[src/hdl/frame_rate_window_monitor_assert.svh]
// Assertion macros shared by the frame rate window monitor RTL.
`ifndef FRAME_RATE_WINDOW_MONITOR_ASSERT_SVH
`define FRAME_RATE_WINDOW_MONITOR_ASSERT_SVH

// Same-cycle implication, sampled on clk and disabled while arst_n is low.
`define FRWM_ASSERT_IMP(name, pre, post) \
	name: assert property (@(posedge clk) disable iff (!arst_n) (pre) |-> (post)) \
		else $error("frwm same-cycle check failed");

// Next-cycle implication, sampled on clk and disabled while arst_n is low.
`define FRWM_ASSERT_NXT(name, pre, post) \
	name: assert property (@(posedge clk) disable iff (!arst_n) (pre) |=> (post)) \
		else $error("frwm next-cycle check failed");

`endif

[src/hdl/frwm_pkg.sv]
// Shared constants, types and the sequencer state for the frame rate window monitor.
`default_nettype none

package frwm_pkg;

	// Field widths of the channels.
	localparam int ELAPSED_W  = 16;
	localparam int INTERVAL_W = 16;
	localparam int FPS_W      = 18;
	localparam int COUNT_W    = 32;

	// Window length default and rate scaling.
	localparam int WINDOW_LENGTH_DEF = 32;
	localparam int RATE_SCALE        = 1000;
	localparam int Q8_SCALE          = 256;

	// Largest rate the divider can return: every stored time equal to one ms.
	localparam logic [FPS_W-1:0] MAX_FPS_Q8 = FPS_W'(RATE_SCALE * Q8_SCALE);

	// Sequencer states.
	typedef enum logic [1:0] {
		S_IDLE,
		S_UPD,
		S_CHK,
		S_DIV
	} frwm_state_t;

	// Control from the sequencer to the window store.
	typedef struct packed {
		logic rd;
		logic upd;
	} win_ctrl_t;

endpackage

`default_nettype wire

[src/hdl/frwm_window.sv]
// Circular store of recent frame times with write pointer, fill level and running sum.
`default_nettype none

module frwm_window import frwm_pkg::*; #(
	parameter int WINDOW_LENGTH = WINDOW_LENGTH_DEF,
	localparam int PTR_W  = $clog2(WINDOW_LENGTH),
	localparam int FILL_W = $clog2(WINDOW_LENGTH + 1),
	localparam int SUM_W  = PTR_W + ELAPSED_W
) (
	input  wire logic                 clk,
	input  wire logic                 arst_n,
	input  wire win_ctrl_t            ctrl,
	input  wire logic [ELAPSED_W-1:0] elapsed_ms,
	output logic                      full,
	output logic [SUM_W-1:0]          sum
);

	logic [ELAPSED_W-1:0] mem_q [WINDOW_LENGTH];
	logic [ELAPSED_W-1:0] old_q;
	logic [PTR_W-1:0]     wptr_q;
	logic [FILL_W-1:0]    fill_q;
	logic [SUM_W-1:0]     sum_q;
	logic [SUM_W-1:0]     sum_add;

	assign full = (fill_q == FILL_W'(WINDOW_LENGTH));
	assign sum  = sum_q;

	// The oldest time leaves the sum only once the window is full.
	assign sum_add = sum_q + SUM_W'(elapsed_ms);

	// Time store: registered read of the slot about to be replaced, then the write.
	always_ff @(posedge clk) begin
		if (ctrl.rd) begin
			old_q <= mem_q[wptr_q];
		end
		if (ctrl.upd) begin
			mem_q[wptr_q] <= elapsed_ms;
		end
	end

	// Pointer, fill level and running sum.
	always_ff @(posedge clk or negedge arst_n) begin
		if (!arst_n) begin
			wptr_q <= '0;
			fill_q <= '0;
			sum_q  <= '0;
		end else if (ctrl.upd) begin
			if (wptr_q == PTR_W'(WINDOW_LENGTH - 1)) begin
				wptr_q <= '0;
			end else begin
				wptr_q <= wptr_q + 1'b1;
			end
			if (full) begin
				sum_q <= sum_add - SUM_W'(old_q);
			end else begin
				sum_q  <= sum_add;
				fill_q <= fill_q + 1'b1;
			end
		end
	end

endmodule

`default_nettype wire

[config.mk]
export PLATFORM = sky130hd
export DESIGN_NAME = frwm_window
export DESIGN_NICKNAME = d
export VERILOG_FILES = /design/src/hdl/frame_rate_window_monitor_assert.svh /design/src/hdl/frwm_pkg.sv /design/src/hdl/frwm_window.sv
export SDC_FILE = /design/constraint.sdc
export NUM_CORES = 1
export LEC_CHECK = 0
export ABC_AREA = 1
export BUFFER_PORTS_ARGS = -buffer_cell sky130_fd_sc_hd__buf_2
export CAP_MARGIN = 20
export CORE_MARGIN = 4
export CORE_UTILIZATION = 25
export DETAILED_ROUTE_END_ITERATION = 7
export GPL_ROUTABILITY_DRIVEN = 0
export PLACE_DENSITY = 0.42
export SYNTH_ARGS = -nofsm -noshare
export SYNTH_HDL_FRONTEND = slang
export SYNTH_SLANG_ARGS = --single-unit
export TNS_END_PERCENT = 100
[constraint.sdc]
create_clock -name clk -period 3.1 [get_ports clk]
set_input_delay 0.31 -clock clk [delete_from_list [all_inputs] [get_ports clk]]
set_output_delay 0.31 -clock clk [all_outputs]
set_load 0.03 [all_outputs]
* Yosys cells after proc, flatten, opt, wreduce, memory -nomap -nowiden
Memory sizes are Yosys's and may differ from the RTL's. A register that Yosys moved wholly into a read port is not among the register bits. Cells that the tools add are included.
Word-level totals: flip-flop bits (word level) 32, RAM bits 512, bits of input ports 20, output and inout bits 22, word-level logic and storage cells 16, memories 1
Memories:
- mem_q | depth 32, bits a word 16, read ports 1, clocked after memory_dff 1, wr ports 1, line frwm_window.sv:18 | logic [ELAPSED_W-1:0] mem_q [WINDOW_LENGTH];
Cells by class: add/subtract/negate cells 4, equality and inequality tests 2, multiplexer cells 4, bitwise gates (word level) 1, reductions and logical operators 1
Operator list (count):
- adder 21 x 16 -> 21 bit | 1
- two-way mux 21 bit | 1
- subtractor 21 x 16 -> 21 bit | 1
- adder 6 x 1 -> 6 bit (second input constant) | 1
- == test 6 bit (second input constant) | 1
- adder 5 x 1 -> 5 bit (second input constant) | 1
- == test 5 bit (second input constant) | 1
- two-way mux 5 bit | 1
- two-way mux 1 bit | 2
- AND reduction 2 bit | 1
- inverter 1 bit | 1

* Logic depth before layout (Yosys ltp)
depth after elaboration 3, gate-level depth with buffers 23, mapped depth without buffers 23

* Worst setup path before layout
OpenSTA, ideal clock, no wires.
path type reg2reg, from reg sum_q[0] (netlist: sum[0]), to reg sum_q[18] (netlist: sum[18]), library setup time 129 ps, arrival time 3013 ps, required time 2971 ps, path slack -42 ps, stages on the path, launching flop included 21, buffers on the path 0, clock period less this slack 3142 ps, cell sequence dfrtp_1 > ha_1 > fa_1 > nand2_1 > nand2_1 > and2_1 > a21oi_1 > xnor2_1 > ha_1 > nand2_1 > nor3_1 > nand2_1 > nand3_2 > nand2_1 > nand2_1 > nand2_1 > nand2_1 > nor2_1 > or2_1 > nand3_1 > o21ai_1
On the way: longest elaborated chain between the ends 3
RTL lines:
- start: declaration | line frwm_window.sv:22 | logic [SUM_W-1:0] sum_q;
- start signal: assignment | line frwm_window.sv:54 | sum_q <= sum_add - SUM_W'(old_q);
- start signal: assignment | line frwm_window.sv:56 | sum_q <= sum_add;
- adder 21 x 16 -> 21 bit * | line frwm_window.sv:29 | assign sum_add = sum_q + SUM_W'(elapsed_ms);
- subtractor 21 x 16 -> 21 bit | line frwm_window.sv:54
- two-way mux 21 bit * | line frwm_window.sv:53 | if (full) begin
Mark *: on every way between the ends. The rest lies on a longest branch, timed or not. A chain may end at the register's enable or synchronous reset.

* Worst setup path after layout
from reg sum_q[1] (netlist: sum[1]), to reg sum_q[18] (netlist: sum[18])
Same word-level chain as after synthesis.

==> summary.txt <==
Timing
  • Endpoints failing setup: 0
  • Clock Skew: 27.2 ps
  • Slew headroom: 0.342
  • Period utilization: 0.995
  • Minimum clock period: 3080 ps
  • Tightest Pin Transition: 987 ps
  • Fmax: approximately 320 MHz
  • Final hold viol count: 0
  • RSZ-0062 raised after global routing: true
  • Fin. max-slew vios: 0

Synthesis
  • Synthesized area: between 20,000 and 25,000 um^2
  • Yosys warns: 0
  • Share of the yosys chip area belonging to registers: 0.703
  • Top_reg_cell synth: edfxtp_1
  • Async set or reset register ratio after synthesis: 0.0571
  • Avg Inst Size Synth: ~12 um^2
  • FF+latch count, synth: 560
  • Post-synth EDFFs: 528
  • Syn Nets: 2,018
  • Post-Synthesis Cells: just under 2,000
  • Distinct cell type count after synthesis: 47

Worst setup path
  • Max Fanout on Critical Path: 4
  • Worst Setup SP: sum[1]
  • Worst Path Buf+Inv: 3
  • Slowest stage delay, CP: 430 ps
  • Crit path max-delay cell type: dfrtp_1
  • WS Path Type: flop to flop
  • Worst Reg-to-Reg Cells: 20
  • Critical path cell sequence: buf_4 > fa_2 > nand2_2 > nand2_2 > buf_4 > nand3_2 > nand2_4 > xor2_4 > ha_1 > nand2_1 > nor2_1 > nand2_2 > nand2_2 > nand2_2 > nand2_2 > buf_6 > nor2_2 > or2_1 > nand3_1 > o21ai_1
  • Worst r2r dst: sum[18]
  • CP most frequent cell: nand2_2
  • Reg2Reg Setup Slack: 20 ps
  • Setup crit start kind: flop
  • CP delay by family, top: simple AND/OR/NAND/NOR gates
  • Crit path DAT: 3610 ps
  • R2r startpoint: sum[1]
  • Worst Path Required: 3620 ps
  • Worst Setup End Kind: flop

Placed design
  • Cell Count Post-Placement: about 3,400
  • IO Port Bufs: 41
  • HPWL after DPL: 46,500 um

CTS
  • Clk Latency, worst-skew pair: 640 ps
  • Maximum level of the CTS H-tree: 2
  • CTS tree: built
  • # clock sinks: 560
  • Clock buffer count from CTS: 60
  • Worst-path clk slew: 70 ps
  • Worst-case clock buffer depth: 3
  • Root Buffer: clkbuf_16

Layout
  • # fillers: 9,544
  • Share of cells above drive strength 1: 0.207
  • Syn-to-layout area delta: 23.6%
  • Non-Filler Instances: 3,491
  • Layout Nets: 2,247

Power and ir drop
  • Pleak: 10.3 nW
  • Tot Pwr: 29.6 mW
  • Cell Pwr Density: 1010 nW/um^2
  • Worst VDD drop: 0.534 mV

Route
  • First-pass iteration count of the detailed router: 5
  • Wirelength per Cell: 21.4 um
  • Vias: approximately 16,000
  • Drc violations: 0
  • Starting DRT DRC Count: 1,427
  • Antenna Nets Post-Route: 0
  • Via density: 4.61
  • Drt total wl: 74,800 um

GRT
  • Tot GR Track Use: 0.147
  • Initial antenna violation count: 5
  • Largest net degree at the start of global routing: 100
  • Total grt overflow: 0
  • Vias in the first global route: 15,733
  • First-pass GRT wire length: 108,000 um

Die
  • Ports: 42
  • Core box area: 93,600 um^2
  • Initial core utilization: 0.253
  • Die ar.: around 100,000 um^2
  • Die extent in x: 316 um
  • Die H: approximately 320 um
  • FP Rows: around 110

Flow run
  • Max-cap violations: 0

Hold path
  • Hold Crit Start: elapsed_ms[10]
  • WHS Path Cells: 2
  • Hold path endpoint: mem_q[3][10]
  • Min-delay worst type: input port to flop

Outcome
  • Outcome: complete, no violations
[worst register-to-register path: cells and delay by family, from the launching register on]
| family | cells | cell delay (ps) |
|---|---|---|
| adders and majority gates | 2 | 730 |
| and+or+nand+nor | 13 | 1200 |
| xor gates and xnor gates | 1 | 180 |
| buffers and inverters | 3 | 390 |
| DFF | 1 | 430 |
| AOI/OAI and AO/OA | 1 | 60 |
[metrics by stage]
step / hold slack [ps] / util / instance area, um^2 / TNS [ps] / setup WS (ps)
after floorplan: 14.4 / - / 23700 / 0 / 5.05
after global placement: 463 / 0.285 / 26700 / -3220 / -360
after detailed placement: 463 / 0.285 / 26700 / -3730 / -418
after CTS: 1.02 / 0.309 / 28900 / 0 / 3.89
after global routing: 15.3 / 0.313 / 29300 / -981 / -185
final: 43.0 / 0.313 / 29300 / 0 / 16.8
[where the power goes]
group	switching, mW	internal [mW]
combinational	7.88	5.39
clock	3.02	3.98
sequential	0.308	9.03
total	11.2	18.4
[cell families (layout without fill, tap and decap cells)]
group           after synthesis  count (layout)  share of synthesized area
flops                       560             560                      0.703
simple gates                627             627                      0.106
compound gates              511             511                      0.125
other cells                   0               1                          0
fa+ha+maj                    41              41                     0.0223
xor+xnor                     28              28                     0.0104
buf+inv                     190             469                     0.0334
[timing repair]
| action | CTS | global route |
|---|---|---|
| hold endpoints to repair | 32 | 0 |
| hold buffers | 1 | 0 |
| pin swaps | 14 | 34 |
| setup endpoints to repair | 11 | 12 |
| gates resized for setup | 33 | 60 |
| setup buffers | 12 | 10 |
[cell type report]
class                   count  area, um^2  share of cell area
well taps                1254        1570              0.0536
multi-input cells        1207        6760               0.231
inverters                  88         340              0.0116
clock inverters            38         357              0.0122
diodes                      1        2.50           0.0000854
flip-flops and latches    560       16700               0.569
clock buffers              74        1550              0.0531
repair buffers            269        2050              0.0699
[worst max-delay path by stage]
stage	end	slack, ps	depth (start not counted)
final	sum[18]	20	20
after global routing	sum[18]	-190	20
after CTS	sum[18]	4	20
after detailed placement	sum[15]	-420	17
after global placement	sum[15]	-360	17
after floorplan	sum[18]	5	20
[synth_stat cells, drive strengths merged, types with 8 or more instances]
library cell | count | share of area
a21oi | 34 | 0.0073
a221oi | 31 | 0.011
a22o | 16 | 0.0059
buf | 41 | 0.0098
clkbuf | 61 | 0.0097
dfrtp | 32 | 0.034
edfxtp | 528 | 0.67
ha | 39 | 0.021
inv | 88 | 0.014
nand2 | 240 | 0.039
nand3 | 32 | 0.0076
nand4 | 8 | 0.0021
nor2 | 329 | 0.053
nor3 | 10 | 0.0023
o21ai | 276 | 0.058
o22ai | 128 | 0.034
xnor2 | 9 | 0.0033
xor2 | 19 | 0.0070
[cell usage in the layout (no fill, tap or decap), types with 23 or more instances in the layout]
cell type and count:
o21ai_1 23, clkbuf_16 60, ha_1 25, nand3_1 24
nor2_1 316, a221oi_1 31, o22ai_1 128, buf_4 214
o21ai_0 252, edfxtp_1 528, buf_2 41, inv_1 76
nand2_1 219, dfrtp_1 29
[per-layer routing]
layer	up-vias	part of all wire	global-route usage
li1	7604	-	-
met1	8031	0.46	0.207
met2	353	0.47	0.240
met3	91	0.043	0.0191
met4	0	0.025	0.0410
met5	-	0	0
[flip-flops by register name (all words and copies together) (netlist names)]
name / flops
mem_q: 512
sum: 21
fill_q: 6
wptr_q: 5
old_q: 16
Power figures use the tool's default switching activity.
