### config.mk
export PLATFORM = sky130hd
export DESIGN_NAME = frwm_divider
export DESIGN_NICKNAME = d
export VERILOG_FILES = /design/src/hdl/frame_rate_window_monitor_assert.svh /design/src/hdl/frwm_pkg.sv /design/src/hdl/frwm_divider.sv
export SDC_FILE = /design/constraint.sdc
export NUM_CORES = 1
export LEC_CHECK = 0
export ABC_AREA = 1
export ABC_CLOCK_PERIOD_IN_PS = 2300
export BUFFER_PORTS_ARGS = -buffer_cell sky130_fd_sc_hd__buf_2
export CORE_MARGIN = 1.5
export CORE_UTILIZATION = 52
export DETAILED_ROUTE_END_ITERATION = 10
export HOLD_SLACK_MARGIN = 0.06
export PLACE_DENSITY_LB_ADDON = 0.2
export SETUP_SLACK_MARGIN = 0.5
export SLEW_MARGIN = 40
export SYNTH_ARGS = -nofsm -noshare
export SYNTH_HDL_FRONTEND = slang
export SYNTH_SLANG_ARGS = --single-unit
### constraint.sdc
create_clock -name clk -period 2.3 [get_ports clk]
set_input_delay 0.23 -clock clk [delete_from_list [all_inputs] [get_ports clk]]
set_output_delay 0.23 -clock clk [all_outputs]
set_load 0.1 [all_outputs]
### src/hdl/frame_rate_window_monitor_assert.svh
// Assertion macros shared by the frame rate window monitor RTL.
`ifndef FRAME_RATE_WINDOW_MONITOR_ASSERT_SVH
`define FRAME_RATE_WINDOW_MONITOR_ASSERT_SVH

// Same-cycle implication, sampled on clk and disabled while arst_n is low.
`define FRWM_ASSERT_IMP(name, pre, post) \
	name: assert property (@(posedge clk) disable iff (!arst_n) (pre) |-> (post)) \
		else $error("frwm same-cycle check failed");

// Next-cycle implication, sampled on clk and disabled while arst_n is low.
`define FRWM_ASSERT_NXT(name, pre, post) \
	name: assert property (@(posedge clk) disable iff (!arst_n) (pre) |=> (post)) \
		else $error("frwm next-cycle check failed");

`endif

### src/hdl/frwm_pkg.sv
// Shared constants, types and the sequencer state for the frame rate window monitor.
`default_nettype none

package frwm_pkg;

	// Field widths of the channels.
	localparam int ELAPSED_W  = 16;
	localparam int INTERVAL_W = 16;
	localparam int FPS_W      = 18;
	localparam int COUNT_W    = 32;

	// Window length default and rate scaling.
	localparam int WINDOW_LENGTH_DEF = 32;
	localparam int RATE_SCALE        = 1000;
	localparam int Q8_SCALE          = 256;

	// Largest rate the divider can return: every stored time equal to one ms.
	localparam logic [FPS_W-1:0] MAX_FPS_Q8 = FPS_W'(RATE_SCALE * Q8_SCALE);

	// Sequencer states.
	typedef enum logic [1:0] {
		S_IDLE,
		S_UPD,
		S_CHK,
		S_DIV
	} frwm_state_t;

	// Control from the sequencer to the window store.
	typedef struct packed {
		logic rd;
		logic upd;
	} win_ctrl_t;

endpackage

`default_nettype wire

### src/hdl/frwm_divider.sv
// Restoring divider: one shared subtract and compare step per cycle for the rate quotient.
`default_nettype none

module frwm_divider import frwm_pkg::*; #(
	parameter int WINDOW_LENGTH = WINDOW_LENGTH_DEF,
	localparam int SUM_W = $clog2(WINDOW_LENGTH) + ELAPSED_W,
	localparam int NUM_W = $clog2(RATE_SCALE * Q8_SCALE * WINDOW_LENGTH + 1),
	localparam int CNT_W = $clog2(FPS_W + 1)
) (
	input  wire logic             clk,
	input  wire logic             arst_n,
	input  wire logic             start,
	input  wire logic [SUM_W-1:0] divisor,
	output logic                  busy,
	output logic [FPS_W-1:0]      quotient
);

	// Dividend; the quotient is known to fit FPS_W bits, so only its low bits are walked.
	localparam logic [NUM_W-1:0] NUM = NUM_W'(RATE_SCALE * Q8_SCALE * WINDOW_LENGTH);

	logic [SUM_W-1:0] rem_q;
	logic [FPS_W-1:0] quo_q;
	logic [CNT_W-1:0] cnt_q;
	logic             busy_q;
	logic [SUM_W:0]   shifted;
	logic [SUM_W+1:0] diff;
	logic             ge;

	assign busy     = busy_q;
	assign quotient = quo_q;

	// Shared step: shift in the next dividend bit and try to subtract the divisor.
	assign shifted = {rem_q, quo_q[FPS_W-1]};
	assign diff    = {1'b0, shifted} - {2'b00, divisor};
	assign ge      = !diff[SUM_W+1];

	always_ff @(posedge clk or negedge arst_n) begin
		if (!arst_n) begin
			busy_q <= 1'b0;
			cnt_q  <= '0;
		end else if (start) begin
			busy_q <= 1'b1;
			cnt_q  <= CNT_W'(FPS_W);
		end else if (busy_q) begin
			cnt_q <= cnt_q - 1'b1;
			if (cnt_q == CNT_W'(1)) begin
				busy_q <= 1'b0;
			end
		end
	end

	// Partial remainder and quotient bits.
	always_ff @(posedge clk) begin
		if (start) begin
			rem_q <= SUM_W'(NUM >> FPS_W);
			quo_q <= NUM[FPS_W-1:0];
		end else if (busy_q) begin
			rem_q <= ge ? diff[SUM_W-1:0] : shifted[SUM_W-1:0];
			quo_q <= {quo_q[FPS_W-2:0], ge};
		end
	end

endmodule

`default_nettype wire

# Word level (Yosys, flattened, before mapping)
# Cells that the tools add are included.
# Widths: inputs -> output; s select.
[classes]
addsub = 2
n_mul = 0
div_mod_pow = 0
n_lt_le_gt_ge = 0
eq_ne = 1
shift = 0
muxes = 6
bitwise_logic = 0
reduce_logical = 2
[ops]
columns = ["cell", "count"]
rows = [
  ["$sub 22x21->23", 1],
  ["$mux 21", 1],
  ["$mux 5", 2],
  ["$eq 5x1->1 const B", 1],
  ["$sub 5x1->5 const B", 1],
  ["$mux 1", 3],
  ["$reduce_bool 2->1", 1],
  ["$logic_not 1->1", 1],
]
[word_totals]
register_bits = 45
latchBits = 0
mem_bits_rw = 0
romBits = 0
in_bits = 24
out_inout_bits = 19
elab_cells = 15
memories = 0

# Logic depth before layout (Yosys ltp)
[depth]
ltp_word = 4
ltp_mapped = 15
depth_no_buf = 15

# Least setup slack after synthesis
# OpenSTA, ideal clock, no wires.
[synth_timing]
kind = "flip-flop to flip-flop"
from = "reg quo_q[17], in the netlist quotient[17]"
to = "reg rem_q[16]"
setup_time_ns = 0.130
arrival_time_ns = 2.355
required_time_ns = 2.170
setup_slack_ns = -0.185
stages_incl_launch_ff = 16
path_buffers = 0
synth_period_minus_slack_ns = 2.485
cell_sequence = "dfxtp_1 > inv_1 > ha_1 > inv_1 > fa_1 > nand3_1 > nand3_1 > nand2_1 > nand2_1 > nand2_1 > nand2_1 > nand2_1 > nand2_1 > nor2_1 > nor2_1 > nor2_1"
[synth_via]
elab_chain_cells = 2
[synth_rtl]
columns = ["element", "line_no", "text"]
rows = [
  ["start, declared", "frwm_divider.sv:22", "logic [FPS_W-1:0] quo_q;"],
  ["start signal, assigned", "frwm_divider.sv:56", "quo_q <= NUM[FPS_W-1:0];"],
  ["start signal, assigned", "frwm_divider.sv:59", "quo_q <= {quo_q[FPS_W-2:0], ge};"],
  ["$sub 22x21->23", "frwm_divider.sv:34", "assign diff = {1'b0, shifted} - {2'b00, divisor};"],
  ["$mux 21", "frwm_divider.sv:58", "rem_q <= ge ? diff[SUM_W-1:0] : shifted[SUM_W-1:0];"],
  ["end signal, assigned", "frwm_divider.sv:55", "rem_q <= SUM_W'(NUM >> FPS_W);"],
  ["end signal, assigned", "frwm_divider.sv:58", ""],
  ["end, declared", "frwm_divider.sv:21", "logic [SUM_W-1:0] rem_q;"],
]
# No other way between the ends.
# A chain may end at the register's enable or synchronous reset.

# Worst setup path after layout
[layout_timing]
from = "reg quo_q[17], in the netlist quotient[17]"
to = "reg rem_q[17]"
# Same word-level chain as after synthesis.

==> impl_results.md <==
* Die Y at approximately 85 um
* Worst Setup Slack, final at about 0.36 ns
* Post-DP HPWL at 6710 um
* Fmax achieved at between 500 and 600 MHz
* Post-synthesis instance total at approximately 580
* Clk_skew at between 0.005 and 0.006 ns
* Worst EP arrival at roughly 2.1 ns
* FF-to-FF End: rem_q[17]
* DR vias at 3742
* Slowest-stage cell, CP: fa_2
* R2R Path Start: quotient[17]
* Clock Power Share at a little over an eighth
* Crit path time final at slightly below 2 ns
* Cell Chain, Critical Path: inv_4 > ha_4 > inv_4 > fa_2 > nand2_2 > nand3_4 > nand2_4 > nand3_4 > nand2_8 > clkinv_8 > nand2_4 > a21oi_2
* Root Driver: clkbuf_8
* Crit-path max cell delay at about 0.38 ns
* Avg Inst Size Synth at between 6 and 7 um^2
* Reg-to-reg slack, setup at 0.36 ns
* Routed wire length at about 9600 um
* Port bufs at between 40 and 50
* Rel. slew slack at a little under three fifths
* CP top delay family: simple AND/OR/NAND/NOR gates
* Die X at 85.2 um
* Antenna violations before repair at 0
* Flop pwr share at ~24%
* Setup crit start kind: register
* # rows at 29
* Max-cap violations at 0
* Initial DRC count at 312
* Setup TNS at 0 ns
* Clock sinks at 45
* Unrepaired setup endpoints after global routing: true
* Final Wtd Congestion at between 0.9 and 1
* Seq/Total Area, Yosys at between 20% and 30%
* CP endpoint: rem_q[17]
* Initial core utilization at 54.6%
* Io pins at 43
* All-Layer GR Usage at between 20% and 30%
* Pwr dens at 1050 mW/mm^2
* P_leak at about 2.3 nW
* Failing checks: design-rule violations
* Total net switching power at approximately 2.3 mW
* Outcome: finished with violations
* Area Growth Syn to Fin at 28.2%
* Ys async rst share at between 10% and 20%
* Clk pin slew, worst setup/hold paths at ~0.09 ns
* Setup violators final at 0
* Crit path buffers/inverters at 3
* Worst setup path startpoint: quotient[17]
* DIE AREA at 0.00725 mm^2
* Share of layout cells above drive strength 1 at 27.8%
* DR pass1 iterations at 11
* H-tree levels at 2
* Clock Latency Late Sink at slightly above 0.3 ns
* Vias in the first global route at 3615
* TritonCTS Buffers at 5
* Period utilization at between 80% and 90%
* Final #Nets at slightly below 700
* Worst path depth at 12
* Yosys reg bits at 45
* Largest net degree at the start of global routing at 29
* Vias/cell at roughly 5.3
* Final Slew Violations at 0
* VDD IR max at between 0.0005 and 0.0006 V
* Cell variety after synth at 35
* CP Max Fanout at 5
* Slew @ Worst Pin at approximately 0.64 ns
* Synth warn at 0
* Synth Net Count at 623
* CP Data Required Time at between 2 and 2.5 ns
* Combinational cell fraction of total power at roughly 63%
* Final Hold Fails at 0
* WS Path Type: register to register
* Global-route wire length before repair at 15900 um
* Final ANT Viol Nets at 0
* Ant diodes at 0
* Net Sw Frac at 48.6%
* Fillers at about 540
* Buffer depth of the longest clock path at 2
* Crit end category: register
* Mapped Area at 0.00351 mm^2
* EDFF count, synth at 0
* CTS tree: yes
* Internal cell power at around 2.4 mW
* Pre-CTS setup slack at roughly 0.16 ns
* Cell count of the worst reg-to-reg path at 12
* GRT overflow at 0
* Residual DRC at 1
* Total core area at roughly 0.0064 mm^2
* Main synth FF type: dfxtp_1
* Hold Path Class: primary input to async pin
* DR WL/cell at about 14 um
-- registers in the layout, indices dropped and copies added (netlist names) --
| signal | count |
|---|---|
| cnt_q | 5 |
| quotient | 18 |
| rem_q | 21 |
| busy | 1 |
-- synth_stat cells (5+ instances only) --
| master | number | share of area, % |
|---|---|---|
| nor2_2 | 13 | 2.3 |
| a21oi_1 | 20 | 2.9 |
| dfrtp_1 | 6 | 4.3 |
| nand2_1 | 166 | 18 |
| inv_1 | 101 | 11 |
| dfxtp_1 | 39 | 22 |
| clkbuf_1 | 9 | 0.96 |
| nand2_2 | 8 | 1.4 |
| a21oi_2 | 6 | 1.5 |
| ha_1 | 23 | 8.2 |
| o21ai_0 | 24 | 3.4 |
| nand4_1 | 6 | 1.1 |
| nand3_1 | 34 | 4.8 |
| o211ai_1 | 5 | 1.1 |
| nor2_1 | 80 | 8.6 |
-- power groups by stage --
stage	Combinational [mW]	Clock, mW	Sequential (mW)
4_1_cts	2.64	0.635	1.11
5_1_grt	3.27	0.668	1.17
3_5_place_dp	2.29	0	1.10
3_3_place_gp	2.28	0	1.09
2_1_floorplan	1.75	0	1.18
6_report	2.96	0.624	1.15
-- cell type report --
cell class / count / area, um^2 / share of cell area, %
multi-input combinational: 414 / 2550 / 56.6
sequential: 45 / 948 / 21.1
inverter: 106 / 428 / 9.51
timing repair buffer: 58 / 359 / 7.98
tap: 77 / 96.3 / 2.14
clock buffer: 5 / 68.8 / 1.53
clock inverter: 3 / 43.8 / 0.974
timing repair inverter: 1 / 6.26 / 0.139
-- cell families (layout without fill, tap and decap cells) --
| logic type | count (synthesis) | in the layout | share of synthesized area (%) |
|---|---|---|---|
| flip-flops | 45 | 45 | 26.5 |
| adder cells (fa/ha/maj) | 24 | 24 | 8.77 |
| buffers and inverters | 118 | 173 | 13.0 |
| AO/OA/AOI/OAI | 60 | 60 | 9.91 |
| XOR/XNOR | 7 | 7 | 1.75 |
| AND/OR/NAND/NOR | 321 | 323 | 40.0 |
-- per-layer routing --
metal	share of wire [%]	routed length, um	vias up	global-route usage, %
met3	6.3	607	30	4.28
met2	47	4490	126	46.2
met5	0	0	-	0
met1	44	4240	1705	35.0
met4	2.8	273	0	9.24
li1	-	-	1881	-
-- what timing repair did --
action | CTS | global route
gates resized for setup | 33 | 48
hold endpoints to repair | 6 | 0
setup endpoints to repair | 23 | 22
pin swaps | 10 | 9
setup buffers | 9 | 2
hold buffers | 1 | 0
gates cloned | 3 | 0
-- worst min path at each step --
stage / to / slack (ns) / cells after the start
2_1_floorplan: busy / -0.07 / 0
3_3_place_gp: cnt_q[1] / 0.06 / 1
6_report: cnt_q[2] / 0.26 / 2
5_1_grt: rem_q[0] / 0.26 / 3
3_5_place_dp: cnt_q[1] / 0.06 / 1
4_1_cts: rem_q[0] / 0.25 / 3
-- cells in the final DEF (no fill, tap or decap), types with 4 or more instances in the layout --
cell / n
clkbuf_8: 5
o21ai_0: 21
nand4_1: 6
buf_2: 41
inv_1: 99
a21oi_2: 6
nand3_1: 27
ha_1: 4
a21oi_1: 19
o211ai_1: 5
nand2_4: 10
nand3_2: 7
dfrtp_1: 5
dfxtp_1: 28
nand3b_1: 4
nand2_1: 150
buf_4: 13
nand2_2: 15
nor2_1: 72
nor2_2: 21
dfxtp_2: 10
ha_4: 17
-- metrics by stage --
stage	util (%)	power, mW	area [um^2]	hold WS, ns	std cells
floorplan	-	2.92	3570	-0.0656	575
global route	70.0	5.11	4500	0.256	709
finish	70.0	4.74	4500	0.257	709
CTS	66.6	4.38	4280	0.250	707
detailed placement	60.0	3.39	3850	0.0598	686
global placement	60.0	3.37	3850	0.0587	686
No activity file was read; power rests on OpenSTA's default activity.
